===== config.mk =====
export PLATFORM = sky130hd
export DESIGN_NAME = heading_hold_pid_flat
export DESIGN_NICKNAME = d
export VERILOG_FILES = /design/src/hw/rtl/hhp_pkg.sv /design/src/hw/rtl/hhp_ifs.sv /design/src/hw/rtl/hhp_regs.sv /design/src/hw/rtl/hhp_ctrl.sv /design/src/hw/rtl/hhp_dp.sv /design/src/hw/rtl/heading_hold_pid.sv /design/src/flat_wrapper.sv
export SDC_FILE = /design/constraint.sdc
export NUM_CORES = 2
export LEC_CHECK = 0
export BUFFER_PORTS_ARGS = -buffer_cell sky130_fd_sc_hd__buf_2
export CORE_ASPECT_RATIO = 2
export CORE_MARGIN = 4
export CORE_UTILIZATION = 65
export CTS_BUF_LIST = sky130_fd_sc_hd__clkbuf_4
export DETAILED_ROUTE_END_ITERATION = 8
export PLACE_DENSITY_LB_ADDON = 0.2
export SYNTH_ARGS = -nofsm -noshare
export SYNTH_HDL_FRONTEND = slang
export SYNTH_SLANG_ARGS = --single-unit

===== constraint.sdc =====
create_clock -name clk_i -period 9.6 [get_ports clk_i]
set_clock_uncertainty 0.1 [all_clocks]
set_input_delay 0 -clock clk_i [delete_from_list [all_inputs] [get_ports clk_i]]
set_output_delay 0 -clock clk_i [all_outputs]
set_load 0.03 [all_outputs]

===== src/hw/rtl/hhp_pkg.sv =====
// Shared types, constants and register map of the heading-hold PID block.
package hhp_pkg;

  // Field widths
  localparam int unsigned HeadW   = 15;
  localparam int unsigned RateW   = 16;
  localparam int unsigned TickW   = 16;
  localparam int unsigned FacW    = 13;
  localparam int unsigned CfgW    = 15;
  localparam int unsigned CorrW   = 16;
  localparam int unsigned IntegW  = 16;
  localparam int unsigned DerivW  = 27;
  localparam int unsigned DataW   = 32;
  localparam int unsigned AddrW   = 5;

  // Datapath widths
  localparam int unsigned MulAW   = 28;
  localparam int unsigned MulBW   = 17;
  localparam int unsigned ProdW   = MulAW + MulBW;
  localparam int unsigned FacProdW = ProdW + FacW + 1;
  localparam int unsigned DvdW    = 32;
  localparam int unsigned DivCntW = 5;

  // Fixed-point constants, Q4.12
  localparam int signed   Pi      = 12868;
  localparam int signed   TwoPi   = 25736;
  localparam int unsigned Damp    = 410;
  localparam int unsigned MinTick = 66;

  // Register reset values
  localparam logic [CfgW-1:0] GainPRst    = 15'd614;
  localparam logic [CfgW-1:0] GainIRst    = 15'd41;
  localparam logic [CfgW-1:0] GainDRst    = 15'd82;
  localparam logic [CfgW-1:0] IntLimRst   = 15'd4096;
  localparam logic [CfgW-1:0] CorrLimRst  = 15'd1229;

  typedef enum logic [2:0] {
    REG_GAIN_P   = 3'd0,
    REG_GAIN_I   = 3'd1,
    REG_GAIN_D   = 3'd2,
    REG_INT_LIM  = 3'd3,
    REG_CORR_LIM = 3'd4
  } reg_idx_e;

  typedef struct packed {
    logic [CfgW-1:0] gain_p;
    logic [CfgW-1:0] gain_i;
    logic [CfgW-1:0] gain_d;
    logic [CfgW-1:0] integral_limit;
    logic [CfgW-1:0] correction_limit;
  } cfg_t;

  typedef enum logic [11:0] {
    S_IDLE     = 12'b0000_0000_0001,
    S_PROD_INT = 12'b0000_0000_0010,
    S_INT      = 12'b0000_0000_0100,
    S_DIV      = 12'b0000_0000_1000,
    S_DERIV    = 12'b0000_0001_0000,
    S_MUL_P    = 12'b0000_0010_0000,
    S_MUL_I    = 12'b0000_0100_0000,
    S_MUL_D    = 12'b0000_1000_0000,
    S_MUL_R    = 12'b0001_0000_0000,
    S_ACC_R    = 12'b0010_0000_0000,
    S_FAC      = 12'b0100_0000_0000,
    S_OUT      = 12'b1000_0000_0000
  } state_e;

  typedef enum logic [2:0] {
    MUL_TICK = 3'd0,
    MUL_P    = 3'd1,
    MUL_I    = 3'd2,
    MUL_D    = 3'd3,
    MUL_R    = 3'd4
  } mul_sel_e;

  typedef enum logic [1:0] {
    ACC_HOLD = 2'd0,
    ACC_CLR  = 2'd1,
    ACC_ADD  = 2'd2,
    ACC_SUB  = 2'd3
  } acc_op_e;

  typedef struct packed {
    logic     load;
    logic     mul_en;
    mul_sel_e mul_sel;
    logic     int_upd;
    logic     div_step;
    logic     deriv_upd;
    acc_op_e  acc_op;
    logic     fac_en;
    logic     out_load;
  } cmd_t;

endpackage


===== src/hw/rtl/hhp_ifs.sv =====
// Valid/ready channel interfaces for control ticks and corrections.
interface hhp_in_if;
  logic                                      valid;
  logic                                      ready;
  logic signed [hhp_pkg::HeadW-1:0]          measured_heading;
  logic signed [hhp_pkg::HeadW-1:0]          target_heading;
  logic signed [hhp_pkg::RateW-1:0]          yaw_rate;
  logic        [hhp_pkg::TickW-1:0]          tick_interval;
  logic        [hhp_pkg::FacW-1:0]           speed_factor;
  logic                                      clear_state;

  modport source (
    output valid, measured_heading, target_heading, yaw_rate, tick_interval,
           speed_factor, clear_state,
    input  ready
  );
  modport sink (
    input  valid, measured_heading, target_heading, yaw_rate, tick_interval,
           speed_factor, clear_state,
    output ready
  );
endinterface

interface hhp_out_if;
  logic                                      valid;
  logic                                      ready;
  logic signed [hhp_pkg::CorrW-1:0]          correction;
  logic                                      limited;

  modport source (output valid, correction, limited, input ready);
  modport sink   (input valid, correction, limited, output ready);
endinterface


===== src/hw/rtl/hhp_regs.sv =====
// APB configuration register file: gains and limits.
module hhp_regs (
  input  logic                        clk_i,
  input  logic                        rst_ni,
  input  logic                        psel,
  input  logic                        penable,
  input  logic                        pwrite,
  input  logic [hhp_pkg::AddrW-1:0]   paddr,
  input  logic [hhp_pkg::DataW-1:0]   pwdata,
  output logic [hhp_pkg::DataW-1:0]   prdata,
  output hhp_pkg::cfg_t               cfg_o
);

  hhp_pkg::cfg_t cfg_q, cfg_d;
  logic          wr_en;
  logic [2:0]    idx;

  assign wr_en = psel & penable & pwrite;
  assign idx   = paddr[4:2];

  always_comb begin
    cfg_d = cfg_q;
    if (wr_en) begin
      case (idx)
        hhp_pkg::REG_GAIN_P:   cfg_d.gain_p           = pwdata[hhp_pkg::CfgW-1:0];
        hhp_pkg::REG_GAIN_I:   cfg_d.gain_i           = pwdata[hhp_pkg::CfgW-1:0];
        hhp_pkg::REG_GAIN_D:   cfg_d.gain_d           = pwdata[hhp_pkg::CfgW-1:0];
        hhp_pkg::REG_INT_LIM:  cfg_d.integral_limit   = pwdata[hhp_pkg::CfgW-1:0];
        hhp_pkg::REG_CORR_LIM: cfg_d.correction_limit = pwdata[hhp_pkg::CfgW-1:0];
        default: ;
      endcase
    end
  end

  always_ff @(posedge clk_i or negedge rst_ni) begin
    if (!rst_ni) begin
      cfg_q.gain_p           <= hhp_pkg::GainPRst;
      cfg_q.gain_i           <= hhp_pkg::GainIRst;
      cfg_q.gain_d           <= hhp_pkg::GainDRst;
      cfg_q.integral_limit   <= hhp_pkg::IntLimRst;
      cfg_q.correction_limit <= hhp_pkg::CorrLimRst;
    end else begin
      cfg_q <= cfg_d;
    end
  end

  always_comb begin
    prdata = '0;
    case (idx)
      hhp_pkg::REG_GAIN_P:   prdata[hhp_pkg::CfgW-1:0] = cfg_q.gain_p;
      hhp_pkg::REG_GAIN_I:   prdata[hhp_pkg::CfgW-1:0] = cfg_q.gain_i;
      hhp_pkg::REG_GAIN_D:   prdata[hhp_pkg::CfgW-1:0] = cfg_q.gain_d;
      hhp_pkg::REG_INT_LIM:  prdata[hhp_pkg::CfgW-1:0] = cfg_q.integral_limit;
      hhp_pkg::REG_CORR_LIM: prdata[hhp_pkg::CfgW-1:0] = cfg_q.correction_limit;
      default: ;
    endcase
  end

  assign cfg_o = cfg_q;

endmodule


===== src/hw/rtl/hhp_ctrl.sv =====
// Sequencer: steps one tick through integral, divide, gain products and output.
module hhp_ctrl (
  input  logic          clk_i,
  input  logic          rst_ni,
  input  logic          in_valid_i,
  output logic          in_ready_o,
  output logic          out_valid_o,
  input  logic          out_ready_i,
  output hhp_pkg::cmd_t cmd_o
);

  hhp_pkg::state_e              state_q, state_d;
  logic [hhp_pkg::DivCntW-1:0]  cnt_q, cnt_d;
  logic                         out_valid_q, out_valid_d;
  logic                         slot_free;

  assign slot_free = !out_valid_q || out_ready_i;

  always_comb begin
    state_d     = state_q;
    cnt_d       = cnt_q;
    out_valid_d = out_valid_q;
    cmd_o       = '0;
    cmd_o.mul_sel = hhp_pkg::MUL_TICK;
    cmd_o.acc_op  = hhp_pkg::ACC_HOLD;
    in_ready_o  = 1'b0;

    // drop the word once taken
    if (out_valid_q && out_ready_i) begin
      out_valid_d = 1'b0;
    end

    case (state_q)
      hhp_pkg::S_IDLE: begin
        in_ready_o = 1'b1;
        if (in_valid_i) begin
          cmd_o.load = 1'b1;
          state_d    = hhp_pkg::S_PROD_INT;
        end
      end
      hhp_pkg::S_PROD_INT: begin
        cmd_o.mul_en  = 1'b1;
        cmd_o.mul_sel = hhp_pkg::MUL_TICK;
        state_d       = hhp_pkg::S_INT;
      end
      hhp_pkg::S_INT: begin
        cmd_o.int_upd = 1'b1;
        cnt_d         = '0;
        state_d       = hhp_pkg::S_DIV;
      end
      hhp_pkg::S_DIV: begin
        cmd_o.div_step = 1'b1;
        cnt_d          = cnt_q + 1'b1;
        if (cnt_q == '1) begin
          state_d = hhp_pkg::S_DERIV;
        end
      end
      hhp_pkg::S_DERIV: begin
        cmd_o.deriv_upd = 1'b1;
        state_d         = hhp_pkg::S_MUL_P;
      end
      hhp_pkg::S_MUL_P: begin
        cmd_o.mul_en  = 1'b1;
        cmd_o.mul_sel = hhp_pkg::MUL_P;
        cmd_o.acc_op  = hhp_pkg::ACC_CLR;
        state_d       = hhp_pkg::S_MUL_I;
      end
      hhp_pkg::S_MUL_I: begin
        cmd_o.mul_en  = 1'b1;
        cmd_o.mul_sel = hhp_pkg::MUL_I;
        cmd_o.acc_op  = hhp_pkg::ACC_ADD;
        state_d       = hhp_pkg::S_MUL_D;
      end
      hhp_pkg::S_MUL_D: begin
        cmd_o.mul_en  = 1'b1;
        cmd_o.mul_sel = hhp_pkg::MUL_D;
        cmd_o.acc_op  = hhp_pkg::ACC_ADD;
        state_d       = hhp_pkg::S_MUL_R;
      end
      hhp_pkg::S_MUL_R: begin
        cmd_o.mul_en  = 1'b1;
        cmd_o.mul_sel = hhp_pkg::MUL_R;
        cmd_o.acc_op  = hhp_pkg::ACC_ADD;
        state_d       = hhp_pkg::S_ACC_R;
      end
      hhp_pkg::S_ACC_R: begin
        // damping enters with negative sign
        cmd_o.acc_op = hhp_pkg::ACC_SUB;
        state_d      = hhp_pkg::S_FAC;
      end
      hhp_pkg::S_FAC: begin
        cmd_o.fac_en = 1'b1;
        state_d      = hhp_pkg::S_OUT;
      end
      hhp_pkg::S_OUT: begin
        // hold until the output register is free
        if (slot_free) begin
          cmd_o.out_load = 1'b1;
          out_valid_d    = 1'b1;
          state_d        = hhp_pkg::S_IDLE;
        end
      end
      default: begin
        state_d = hhp_pkg::S_IDLE;
      end
    endcase
  end

  always_ff @(posedge clk_i or negedge rst_ni) begin
    if (!rst_ni) begin
      state_q     <= hhp_pkg::S_IDLE;
      cnt_q       <= '0;
      out_valid_q <= 1'b0;
    end else begin
      state_q     <= state_d;
      cnt_q       <= cnt_d;
      out_valid_q <= out_valid_d;
    end
  end

  assign out_valid_o = out_valid_q;

endmodule


===== src/hw/rtl/hhp_dp.sv =====
// Datapath: angle wrap, integral, restoring divider, shared gain multiplier.
module hhp_dp (
  input  logic                                clk_i,
  input  logic                                rst_ni,
  input  hhp_pkg::cmd_t                       cmd_i,
  input  hhp_pkg::cfg_t                       cfg_i,
  input  logic signed [hhp_pkg::HeadW-1:0]    measured_heading_i,
  input  logic signed [hhp_pkg::HeadW-1:0]    target_heading_i,
  input  logic signed [hhp_pkg::RateW-1:0]    yaw_rate_i,
  input  logic        [hhp_pkg::TickW-1:0]    tick_interval_i,
  input  logic        [hhp_pkg::FacW-1:0]     speed_factor_i,
  input  logic                                clear_state_i,
  output logic signed [hhp_pkg::CorrW-1:0]    correction_o,
  output logic                                limited_o
);

  // Persistent controller state
  logic signed [hhp_pkg::IntegW-1:0]  integ_q, integ_d;
  logic signed [hhp_pkg::HeadW-1:0]   prev_q, prev_d;

  // Per-tick payload
  logic signed [hhp_pkg::HeadW-1:0]   err_q;
  logic signed [hhp_pkg::RateW-1:0]   rate_q;
  logic        [hhp_pkg::TickW-1:0]   tick_q;
  logic        [hhp_pkg::FacW-1:0]    fac_q;
  logic                               neg_q;
  logic        [hhp_pkg::DvdW-1:0]    dvd_q;
  logic        [hhp_pkg::TickW-1:0]   rem_q;
  logic signed [hhp_pkg::DerivW-1:0]  deriv_q;
  logic signed [hhp_pkg::ProdW-1:0]   prod_q;
  logic signed [hhp_pkg::ProdW-1:0]   acc_q;
  logic signed [hhp_pkg::FacProdW-1:0] fprod_q;
  logic signed [hhp_pkg::CorrW-1:0]   corr_q;
  logic                               lim_q;

  // Angle wrap
  logic signed [16:0] raw_err;
  logic signed [16:0] wrap_err;
  logic signed [hhp_pkg::HeadW-1:0] err_w;
  logic signed [hhp_pkg::HeadW-1:0] prev_eff;
  logic signed [15:0] derr;
  logic        [15:0] derr_mag;

  assign raw_err = {{2{measured_heading_i[hhp_pkg::HeadW-1]}}, measured_heading_i}
                 - {{2{target_heading_i[hhp_pkg::HeadW-1]}}, target_heading_i};

  always_comb begin
    if (raw_err >= 17'(hhp_pkg::Pi)) begin
      wrap_err = raw_err - 17'(hhp_pkg::TwoPi);
    end else if (raw_err < -17'(hhp_pkg::Pi)) begin
      wrap_err = raw_err + 17'(hhp_pkg::TwoPi);
    end else begin
      wrap_err = raw_err;
    end
  end

  assign err_w    = wrap_err[hhp_pkg::HeadW-1:0];
  assign prev_eff = clear_state_i ? '0 : prev_q;
  assign derr     = {err_w[hhp_pkg::HeadW-1], err_w} - {prev_eff[hhp_pkg::HeadW-1], prev_eff};
  assign derr_mag = derr[15] ? 16'(-derr) : derr;

  // Integral update with round-to-nearest of e*dt and symmetric clamp
  logic signed [hhp_pkg::ProdW-1:0] int_rnd;
  logic signed [16:0] int_step;
  logic signed [17:0] int_sum;
  logic signed [17:0] int_lim;

  assign int_rnd  = prod_q + hhp_pkg::ProdW'(32768);
  assign int_step = int_rnd[32:16];
  assign int_sum  = {{2{integ_q[hhp_pkg::IntegW-1]}}, integ_q}
                  + {int_step[16], int_step};
  assign int_lim  = $signed({3'b000, cfg_i.integral_limit});

  // Restoring divider step: one quotient bit per cycle
  logic [hhp_pkg::TickW:0]   rem_sh;
  logic [hhp_pkg::TickW+1:0] trial;
  logic                      qbit;

  assign rem_sh = {rem_q, dvd_q[hhp_pkg::DvdW-1]};
  assign trial  = {1'b0, rem_sh} - {2'b00, tick_q};
  assign qbit   = !trial[hhp_pkg::TickW+1];

  logic signed [hhp_pkg::DerivW-1:0] quo_s;
  assign quo_s = $signed({1'b0, dvd_q[hhp_pkg::DerivW-2:0]});

  // Shared gain multiplier
  logic signed [hhp_pkg::MulAW-1:0] mul_a;
  logic signed [hhp_pkg::MulBW-1:0] mul_b;

  always_comb begin
    case (cmd_i.mul_sel)
      hhp_pkg::MUL_TICK: begin
        mul_a = {{(hhp_pkg::MulAW-hhp_pkg::HeadW){err_q[hhp_pkg::HeadW-1]}}, err_q};
        mul_b = {1'b0, tick_q};
      end
      hhp_pkg::MUL_P: begin
        mul_a = {{(hhp_pkg::MulAW-hhp_pkg::HeadW){err_q[hhp_pkg::HeadW-1]}}, err_q};
        mul_b = {2'b00, cfg_i.gain_p};
      end
      hhp_pkg::MUL_I: begin
        mul_a = {{(hhp_pkg::MulAW-hhp_pkg::IntegW){integ_q[hhp_pkg::IntegW-1]}}, integ_q};
        mul_b = {2'b00, cfg_i.gain_i};
      end
      hhp_pkg::MUL_D: begin
        mul_a = {deriv_q[hhp_pkg::DerivW-1], deriv_q};
        mul_b = {2'b00, cfg_i.gain_d};
      end
      hhp_pkg::MUL_R: begin
        mul_a = {{(hhp_pkg::MulAW-hhp_pkg::RateW){rate_q[hhp_pkg::RateW-1]}}, rate_q};
        mul_b = hhp_pkg::MulBW'(hhp_pkg::Damp);
      end
      default: begin
        mul_a = '0;
        mul_b = '0;
      end
    endcase
  end

  // Final speed-factor scale and output clamp
  logic signed [hhp_pkg::FacProdW-1:0] fac_rnd;
  logic signed [34:0] total;
  logic signed [34:0] corr_lim;

  assign fac_rnd  = fprod_q + hhp_pkg::FacProdW'(64'd8388608);
  assign total    = fac_rnd[58:24];
  assign corr_lim = $signed({20'd0, cfg_i.correction_limit});

  always_comb begin
    integ_d = integ_q;
    prev_d  = prev_q;
    if (cmd_i.load && clear_state_i) begin
      integ_d = '0;
      prev_d  = '0;
    end
    if (cmd_i.int_upd) begin
      if (int_sum > int_lim) begin
        integ_d = int_lim[hhp_pkg::IntegW-1:0];
      end else if (int_sum < -int_lim) begin
        integ_d = 16'(-int_lim);
      end else begin
        integ_d = int_sum[hhp_pkg::IntegW-1:0];
      end
    end
    if (cmd_i.deriv_upd) begin
      prev_d = err_q;
    end
  end

  always_ff @(posedge clk_i or negedge rst_ni) begin
    if (!rst_ni) begin
      integ_q <= '0;
      prev_q  <= '0;
    end else begin
      integ_q <= integ_d;
      prev_q  <= prev_d;
    end
  end

  always_ff @(posedge clk_i) begin
    if (cmd_i.load) begin
      err_q  <= err_w;
      rate_q <= yaw_rate_i;
      tick_q <= tick_interval_i;
      fac_q  <= speed_factor_i;
      neg_q  <= derr[15];
      dvd_q  <= {derr_mag, 16'h0000};
      rem_q  <= '0;
    end
    if (cmd_i.div_step) begin
      rem_q <= qbit ? trial[hhp_pkg::TickW-1:0] : rem_sh[hhp_pkg::TickW-1:0];
      dvd_q <= {dvd_q[hhp_pkg::DvdW-2:0], qbit};
    end
    if (cmd_i.deriv_upd) begin
      if (tick_q >= hhp_pkg::TickW'(hhp_pkg::MinTick)) begin
        deriv_q <= neg_q ? -quo_s : quo_s;
      end else begin
        deriv_q <= '0;
      end
    end
    if (cmd_i.mul_en) begin
      prod_q <= mul_a * mul_b;
    end
    case (cmd_i.acc_op)
      hhp_pkg::ACC_CLR:  acc_q <= '0;
      hhp_pkg::ACC_ADD:  acc_q <= acc_q + prod_q;
      hhp_pkg::ACC_SUB:  acc_q <= acc_q - prod_q;
      default: ;
    endcase
    if (cmd_i.fac_en) begin
      fprod_q <= acc_q * $signed({1'b0, fac_q});
    end
    if (cmd_i.out_load) begin
      if (total > corr_lim) begin
        corr_q <= corr_lim[hhp_pkg::CorrW-1:0];
        lim_q  <= 1'b1;
      end else if (total < -corr_lim) begin
        corr_q <= 16'(-corr_lim);
        lim_q  <= 1'b1;
      end else begin
        corr_q <= total[hhp_pkg::CorrW-1:0];
        lim_q  <= 1'b0;
      end
    end
  end

  assign correction_o = corr_q;
  assign limited_o    = lim_q;

endmodule


===== src/hw/rtl/heading_hold_pid.sv =====
// Heading-hold PID controller top level: register file, sequencer and datapath.
//
//  channel   dir   handshake        word contents
//  in_i      in    valid/ready      measured/target heading, yaw rate, tick, factor, clear
//  out_o     out   valid/ready      correction, limited
//  apb       in    psel/penable     gains and limits at byte address 4*index
//
// A tick is carried through to its output load before the next tick is taken:
// the sequencer accepts a new tick only in idle, which it reenters after the output load.
// The 32-step restoring divider for the derivative dominates the processing of each tick.
// Reset clears the integral and the stored error and loads the default gains.
// A result waiting on out_o does not block acceptance of the next tick; only the
// output load of that next tick waits for the slot to drain.
module heading_hold_pid (
  input  logic                        clk_i,
  input  logic                        rst_ni,
  hhp_in_if.sink                      in_i,
  hhp_out_if.source                   out_o,
  input  logic                        psel,
  input  logic                        penable,
  input  logic                        pwrite,
  input  logic [hhp_pkg::AddrW-1:0]   paddr,
  input  logic [hhp_pkg::DataW-1:0]   pwdata,
  output logic [hhp_pkg::DataW-1:0]   prdata,
  output logic                        pready
);

  hhp_pkg::cfg_t cfg;
  hhp_pkg::cmd_t cmd;

  assign pready = 1'b1;

  hhp_regs u_regs (
    .clk_i   (clk_i),
    .rst_ni  (rst_ni),
    .psel    (psel),
    .penable (penable),
    .pwrite  (pwrite),
    .paddr   (paddr),
    .pwdata  (pwdata),
    .prdata  (prdata),
    .cfg_o   (cfg)
  );

  hhp_ctrl u_ctrl (
    .clk_i       (clk_i),
    .rst_ni      (rst_ni),
    .in_valid_i  (in_i.valid),
    .in_ready_o  (in_i.ready),
    .out_valid_o (out_o.valid),
    .out_ready_i (out_o.ready),
    .cmd_o       (cmd)
  );

  hhp_dp u_dp (
    .clk_i              (clk_i),
    .rst_ni             (rst_ni),
    .cmd_i              (cmd),
    .cfg_i              (cfg),
    .measured_heading_i (in_i.measured_heading),
    .target_heading_i   (in_i.target_heading),
    .yaw_rate_i         (in_i.yaw_rate),
    .tick_interval_i    (in_i.tick_interval),
    .speed_factor_i     (in_i.speed_factor),
    .clear_state_i      (in_i.clear_state),
    .correction_o       (out_o.correction),
    .limited_o          (out_o.limited)
  );

endmodule


===== src/flat_wrapper.sv =====
// flat-port wrapper written by rule: the top's interface ports become plain ports
module heading_hold_pid_flat 
  (clk_i, rst_ni, psel, penable, pwrite, paddr, pwdata, prdata, pready, in_i_valid, in_i_measured_heading, in_i_target_heading, in_i_yaw_rate, in_i_tick_interval, in_i_speed_factor, in_i_clear_state, in_i_ready, out_o_valid, out_o_correction, out_o_limited, out_o_ready);
  hhp_in_if in_i_i ();
  hhp_out_if out_o_i ();
  input  logic clk_i;
  input  logic rst_ni;
  input  logic psel;
  input  logic penable;
  input  logic pwrite;
  input  logic [hhp_pkg::AddrW-1:0] paddr;
  input  logic [hhp_pkg::DataW-1:0] pwdata;
  output logic [hhp_pkg::DataW-1:0] prdata;
  output logic pready;
  input wire logic [$bits(in_i_i.valid)-1:0] in_i_valid;
  input wire logic [$bits(in_i_i.measured_heading)-1:0] in_i_measured_heading;
  input wire logic [$bits(in_i_i.target_heading)-1:0] in_i_target_heading;
  input wire logic [$bits(in_i_i.yaw_rate)-1:0] in_i_yaw_rate;
  input wire logic [$bits(in_i_i.tick_interval)-1:0] in_i_tick_interval;
  input wire logic [$bits(in_i_i.speed_factor)-1:0] in_i_speed_factor;
  input wire logic [$bits(in_i_i.clear_state)-1:0] in_i_clear_state;
  output wire logic [$bits(in_i_i.ready)-1:0] in_i_ready;
  output wire logic [$bits(out_o_i.valid)-1:0] out_o_valid;
  output wire logic [$bits(out_o_i.correction)-1:0] out_o_correction;
  output wire logic [$bits(out_o_i.limited)-1:0] out_o_limited;
  input wire logic [$bits(out_o_i.ready)-1:0] out_o_ready;
  assign in_i_i.valid = in_i_valid;
  assign in_i_i.measured_heading = in_i_measured_heading;
  assign in_i_i.target_heading = in_i_target_heading;
  assign in_i_i.yaw_rate = in_i_yaw_rate;
  assign in_i_i.tick_interval = in_i_tick_interval;
  assign in_i_i.speed_factor = in_i_speed_factor;
  assign in_i_i.clear_state = in_i_clear_state;
  assign in_i_ready = in_i_i.ready;
  assign out_o_valid = out_o_i.valid;
  assign out_o_correction = out_o_i.correction;
  assign out_o_limited = out_o_i.limited;
  assign out_o_i.ready = out_o_ready;
  heading_hold_pid u_core (.clk_i(clk_i), .rst_ni(rst_ni), .in_i(in_i_i), .out_o(out_o_i), .psel(psel), .penable(penable), .pwrite(pwrite), .paddr(paddr), .pwdata(pwdata), .prdata(prdata), .pready(pready));
endmodule

## Word level (Yosys, flattened, before mapping)

Cells that the tools add are included.

| storage, ports and cells | value |
|---|---|
| output and inout port bits | 52 |
| input port bits | 120 |
| bits in registers | 426 |
| word-level logic and storage cells | 141 |

| operators by class | value |
|---|---|
| eq/ne operators | 27 |
| order comparisons | 7 |
| add/subtract/negate cells | 15 |
| multiplexer cells | 42 |
| reduce and logical (&&, ||, !) cells | 21 |
| bitwise operators | 2 |
| $mul | 2 |

Operators with widths:

| operator | number |
|---|---|
| 16-bit two-way mux | 9 |
| 12-bit one-hot mux with 12 select lines | 1 |
| 45-bit one-hot mux with 3 select lines | 1 |
| 28-bit one-hot mux with 4 select lines | 1 |
| 15-bit two-way mux | 6 |
| 16-bit one-hot mux with 5 select lines | 1 |
| 15-bit one-hot mux with 5 select lines | 1 |
| 32-bit two-way mux | 2 |
| 59-bit by 24-bit adder with 59-bit output (second input constant) | 1 |
| 45-bit by 14-bit multiplier with 59-bit output | 1 |
| 45-bit adder | 1 |
| 28-bit by 17-bit multiplier with 45-bit output | 1 |
| 45-bit subtractor | 1 |
| 12-bit two-way mux | 3 |
| 35-bit by 16-bit greater-than comparator with 1-bit output | 1 |
| 35-bit < comparator | 1 |
| 15-bit negation with 35-bit output | 1 |
| 33-bit by 17-bit adder with 33-bit output (second input constant) | 1 |
| 15-bit by 15-bit subtractor with 16-bit output | 2 |
| 26-bit negation with 27-bit output | 1 |
| 26-bit two-way mux | 1 |
| 4-bit one-hot mux with 5 select lines | 1 |
| 16-bit by 17-bit adder with 18-bit output | 1 |
| 18-bit by 16-bit greater-than comparator with 1-bit output | 1 |
| 43 further kinds | 75 |

## Logic depth before layout (Yosys ltp)

| logic depth | value |
|---|---|
| depth after elaboration | 9 |
| mapped depth | 34 |
| gate-level depth less buffers | 32 |

## Cells and area by module

A second synthesis with hierarchy kept.

| second synthesis, totals | value |
|---|---|
| cells, all modules | 6615 |
| area, all modules | 62077.0 um^2 |

Modules (own cells, without submodules):

| module | area each (um^2) | cells each | seq. area each (um^2) | times used |
|---|---|---|---|---|
| hhp_dp | 57355.0 | 6245 | 9153.8 | 1 |
| hhp_regs | 3599.7 | 257 | 1899.3 | 1 |
| hhp_ctrl | 1111.1 | 111 | 451.7 | 1 |
| heading_hold_pid | 11.3 | 2 | 0.0 | 1 |

## Worst setup path after synthesis

Ideal clock, no wire load.

| path | value |
|---|---|
| path type | flip-flop to flip-flop |
| start point | register u_core.u_ctrl.state_q[2] |
| end point | register u_core.u_dp.prod_q[38] (netlist bit), data pin |
| arrival time | 8128 ps |
| setup time | 262 ps |
| period minus slack after synthesis | 8490 ps |
| buffers on the path | 2 |
| required time | 9238 ps |
| path slack | 1110 ps |
| cell stages (with the launch flop) | 32 |
| cells stage by stage | dfrtp_1 > nor2_1 > nand2_1 > nor2_1 > nand2_1 > nor3b_2 > nor4_1 > clkbuf_1 > a21boi_1 > clkbuf_1 > nor2_1 > fa_1 > inv_1 > fa_1 > fa_1 > inv_1 > fa_1 > fa_1 > inv_1 > fa_1 > inv_1 > ha_1 > a21o_1 > a31o_2 > a211oi_1 > a2111oi_2 > nor4_1 > nor4b_1 > o41ai_1 > o2bb2ai_1 > mux2i_1 > nand3_1 |

| on the way | value |
|---|---|
| longest elaborated chain between the ends | 6 |

Ends and longest elaborated chain:

| item | RTL line | source |
|---|---|---|
| start, declared | hhp_ctrl.sv:12 | `hhp_pkg::state_e state_q, state_d;` |
| start signal, assigned | hhp_ctrl.sv:111 | `state_q <= hhp_pkg::S_IDLE;` |
| start signal, assigned | hhp_ctrl.sv:115 | `state_q <= state_d;` |
| 12-bit by 9-bit == test with 1-bit output, or another cell as far along | hhp_ctrl.sv:33 | `case (state_q)` |
| 4-bit one-hot mux with 5 select lines (*) | hhp_ctrl.sv:33 |  |
| 3-bit by 1-bit == test with 1-bit output / 3-bit logical NOT (equally long branches) | hhp_dp.sv:91 | `case (cmd_i.mul_sel)` |
| 2-bit OR reduction (no line) | -- |  |
| 28-bit one-hot mux with 4 select lines | hhp_dp.sv:91 |  |
| 28-bit by 17-bit multiplier with 45-bit output (*) | hhp_dp.sv:181 | `prod_q <= mul_a * mul_b;` |
| end signal, assigned | hhp_dp.sv:181 |  |
| end, declared | hhp_dp.sv:30 | `logic signed [hhp_pkg::ProdW-1:0] prod_q;` |

Every way passes the cells marked *; elsewhere a longest branch is shown, timed or not.
A chain may end at the register's enable or synchronous reset.

## Worst setup path after layout

| path | value |
|---|---|
| start point | register u_core.u_ctrl.state_q[5] |
| end point | register u_core.u_dp.prod_q[44] (netlist bit), data pin |

Same word-level chain as after synthesis.

==> PnR_summary.wiki <==
{| class="wikitable"
! Metric !! Value
|-
| TritonCTS clock tree || built
|-
| CP Data Arrival Time || 10000 ps
|-
| Floorplan row count || 159
|-
| Final-report hold violation count || 0
|-
| XOR/XNOR Fraction of Synth Area || 4.56%
|-
| Detailed-placement wirelength estimate || between 150000 and 200000 µm
|-
| EDFF count, synth || 279
|-
| Area fraction in and, or, nand and nor cells after synthesis || 16.4%
|-
| Worst r2r dst || u_core.u_dp.prod_q[44]
|-
| CTS Root Buffer Type || sky130_fd_sc_hd__clkbuf_4
|-
| Count of yosys warnings during synthesis || 0
|-
| Number of sinks on the clock net || between 400 and 500
|-
| Number of fill cells || a little over 7000
|-
| Horizontal extent of the die || 226 µm
|-
| Data required time at the worst endpoint || 10300 ps
|-
| Combinational family with the most area after synthesis || adder cells
|-
| P&R area growth vs syn || 9.41%
|-
| First-pass GRT wire length || about 300000 µm
|-
| Hold EP || u_core.u_dp.dvd_q[16]
|-
| GR Overflow Total || 0
|-
| Crit end category || flip-flop
|-
| Reg2reg path depth || 32
|-
| Placer's final routability congestion estimate || 1.03
|-
| Crit start category || flip-flop
|-
| Sequential cell area fraction in the yosys report || 18.7%
|-
| R2r setup slk || 300 ps
|-
| Clock latency on the worst-skew pair || between 1000 and 1500 ps
|-
| Met2 capacity usage during global routing || a little over two thirds
|-
| Most frequent cell on the critical path || sky130_fd_sc_hd__fa_1
|-
| Multiplexer area fraction after synthesis || 2.32%
|-
| Maximum frequency from static timing analysis || 108 MHz
|-
| Clock slew seen by the registers of the worst setup and hold paths || approximately 90 ps
|-
| Via count of the first global-routing pass || about 56000
|-
| Die area || 100000 µm²
|-
| Cell types occupying the most area after synthesis || sky130_fd_sc_hd__fa_1 31%, sky130_fd_sc_hd__edfxtp_1 14%, sky130_fd_sc_hd__ha_1 8.9%
|-
| Maximum buffer depth of the clock tree || 3
|-
| Total number of vias || roughly 51000
|-
| Result of the run || completed
|-
| Largest stage delay on the critical path || ~570 ps
|-
| Min-Delay Startpoint || in_i_measured_heading[0]
|-
| FF+latch count, synth || 403
|-
| Busiest layer in global routing || met2
|-
| Average routed wire per standard cell || 23.9 µm
|-
| GR Layer Usage met1 || 35.5%
|-
| Cell variety after synth || 102
|-
| GRT Util Overall || around 40%
|-
| Tmin final || a little over 9000 ps
|-
| Class of the most critical hold timing path || in2reg
|-
| Avg Vias per Cell || 6.21
|-
| Number of max-capacitance violations reported || 0
|-
| Cell at the slowest stage of the critical path || sky130_fd_sc_hd__fa_1
|-
| Max-slew headroom || between 10% and 20%
|-
| Fraction of post-synthesis cell area in the top cell type by area || 30.8%
|-
| Top Ports || 172
|-
| Total count of max-transition violations in the final report || 0
|-
| PortBufs || 134
|-
| DRT iter0 DRCs || 3361
|-
| DP Cell Count || 7793
|-
| Syn Std Cell Area || 61600 µm²
|-
| Syn avg cell area || 9.32 µm²
|-
| Count of unresolved DRC violations after routing || 0
|-
| Pin count of the biggest net entering global routing || 76
|-
| Core box area || about 94000 µm²
|-
| TritonCTS Buffers || between 90 and 100
|-
| Post-synthesis async set-or-reset flop share || 30.8%
|-
| Least-Margin Pin Slew || 1270 ps
|-
| Crit-path max FO || 15
|-
| Post-route worst setup slack || 299 ps
|-
| Number of antenna violations at the first check in global routing || 4
|-
| Setup CP Type || reg2reg
|-
| Compound-Gate Fraction of Synth Area || 9.70%
|-
| Library cell with the largest summed area after synthesis || sky130_fd_sc_hd__fa_1
|-
| Die Span Y || 443 µm
|-
| Final clock period utilization by the worst path || 96.9%
|-
| Total area of multi-input combinational cells || 45000 µm²
|-
| Fraction of final layout cells with drive strength greater than 1 || 8.59%
|-
| TritonRoute pass-1 iters || 6
|-
| Place WS || between 70 and 80 ps
|-
| Synthesized netlist cell count || 6614
|-
| Routed WL || about 200000 µm
|-
| Number of instances on the worst hold path || 6
|-
| Number of nets in the finished design || around 8400
|-
| Most common flop cell mapped by yosys || sky130_fd_sc_hd__edfxtp_1
|-
| Non-filler cells in the finished layout || 8219
|-
| Flip-flop and latch area || between 10000 and 15000 µm²
|-
| Launch instance of the worst register-to-register path || u_core.u_ctrl.state_q[5]
|-
| Maximum level of the CTS H-tree || 3
|-
| Final count of negative-setup-slack endpoints || 0
|-
| Initial core utilization || 65.5%
|-
| Number of antenna-violating nets in the routed design || 0
|-
| Adder and majority cell fraction of the synthesized area || 39.7%
|-
| Met3 track demand over resource in global routing || 8.01%
|}
==> per-stage QoR <==
stage / TNS [ps] / hold WS (ps) / instance area (µm²) / util, %
after floorplan: 0 / -396 / 61700 / -
after global placement: 0 / -29.2 / 63600 / 67.6
after detailed placement: 0 / -12.3 / 63600 / 67.6
after CTS: 0 / 2.94 / 67300 / 71.5
after global routing: -52.8 / 89.7 / 67400 / 71.7
final: 0 / 105 / 67400 / 71.7
==> worst max-delay path by stage <==
stage,from,cells past startpoint,end,slack (ps)
2_1_floorplan,u_core.u_ctrl.state_q[2],31,u_core.u_dp.prod_q[38],1110
3_3_place_gp,u_core.u_ctrl.state_q[5],29,u_core.u_dp.prod_q[44],260
3_5_place_dp,u_core.u_ctrl.state_q[5],29,u_core.u_dp.prod_q[44],80
4_1_cts,u_core.u_ctrl.state_q[5],29,u_core.u_dp.prod_q[44],10
5_1_grt,u_core.u_ctrl.state_q[5],33,u_core.u_dp.prod_q[44],-50
6_report,u_core.u_ctrl.state_q[5],32,u_core.u_dp.prod_q[44],300
==> worst max-delay path: cells and delay by family (launching register included) <==
family	cells	cell delay, ps
AND/OR/NAND/NOR	13	2620
multiplexers	1	230
flip-flops	1	440
adder cells (fa/ha/maj)	7	3400
AO/OA/AOI/OAI	4	1340
buffers and inverters	7	880
==> flip-flops by register name, summed over array words and instances (netlist names), 13 cells and up <==
name,flops
u_core.u_dp.fprod_q,36
u_core.u_dp.fac_q,13
u_core.u_dp.prev_q,15
u_core.u_dp.acc_q,45
u_core.u_regs.cfg_o,75
u_core.u_dp.err_q,15
u_core.u_dp.rem_q,16
u_core.u_dp.prod_q,45
u_core.u_dp.dvd_q,32
u_core.u_dp.correction_o,16
u_core.u_dp.tick_q,16
u_core.u_dp.integ_q,16
u_core.u_dp.rate_q,16
u_core.u_dp.deriv_q,27
==> layout by cell type (no fill, tap or decap), drive strengths merged, types with 28 or more instances in the layout <==
master       netlist  layout
nand2b            52      52
nand4             62      62
nor2b             37      37
inv             1100    1106
and2             355     355
xor2             119     119
nor4              41      41
nor2             479     479
a21o             128     128
edfxtp           279     279
mux2i             36      36
o21a              34      34
ha               439     439
dlygate4sd3        0     231
mux2              95      95
buf               39     252
a211oi            28      28
o21ai            139     139
a21oi            227     227
a22oi             48      48
nand2            722     722
clkinv             2      47
o21bai            29      29
clkbuf           250     125
dfrtp            105     105
fa               948     948
nand3            103     103
xnor2            201     201
nor3              82      82
and3              51      51
==> synth_stat cells (39+ instances only) <==
cell type	number
sky130_fd_sc_hd__and2_1	353
sky130_fd_sc_hd__clkbuf_1	250
sky130_fd_sc_hd__xor2_1	118
sky130_fd_sc_hd__ha_1	439
sky130_fd_sc_hd__inv_1	1100
sky130_fd_sc_hd__nor3_1	80
sky130_fd_sc_hd__mux2_2	95
sky130_fd_sc_hd__nand4_1	61
sky130_fd_sc_hd__and3_1	51
sky130_fd_sc_hd__fa_1	948
sky130_fd_sc_hd__o21ai_0	133
sky130_fd_sc_hd__a21o_1	128
sky130_fd_sc_hd__xnor2_1	201
sky130_fd_sc_hd__nor4_1	39
sky130_fd_sc_hd__nand2_1	722
sky130_fd_sc_hd__nand3_1	101
sky130_fd_sc_hd__nor2_1	479
sky130_fd_sc_hd__nand2b_1	51
sky130_fd_sc_hd__edfxtp_1	279
sky130_fd_sc_hd__dfrtp_1	105
sky130_fd_sc_hd__a22oi_1	48
sky130_fd_sc_hd__a21oi_1	226
==> what timing repair did <==
action | CTS | global route
endpoints found under the hold margin | 389 | 0
gates resized for setup | 0 | 10
buffers inserted | 0 | 6
setup endpoints to repair | 0 | 8
hold buffers | 232 | 0
==> logic make-up (layout without fill, tap and decap cells) <==
logic type      count (synthesis)  in the layout
simple gates                 2096           2096
buf+inv                      1391           1766
fa+ha+maj                    1387           1387
compound gates                884            884
flops                         403            403
xor+xnor                      320            320
mux                           131            131
other cells                     2             25
==> final cells by class <==
type                       instances  share of cell area (%)
timing repair buffer             483                    5.79
tap                             1207                    2.24
inverter                        1102                    6.13
antenna                            7                  0.0260
clock inverter                    56                   0.629
sequential                       403                    17.1
multi-input combinational       4836                    66.7
clock buffer                     125                    1.39
==> routing by layer <==
layer / vias to the layer above / part of all wire (%)
met4: 0 / 14
met1: 25100 / 29
met3: 1299 / 6.6
met5: - / 0
met2: 2575 / 51
li1: 22000 / -
Power is not shown: default switching activity piles up to over one toggle a cycle in this logic, so the estimate is an artifact.
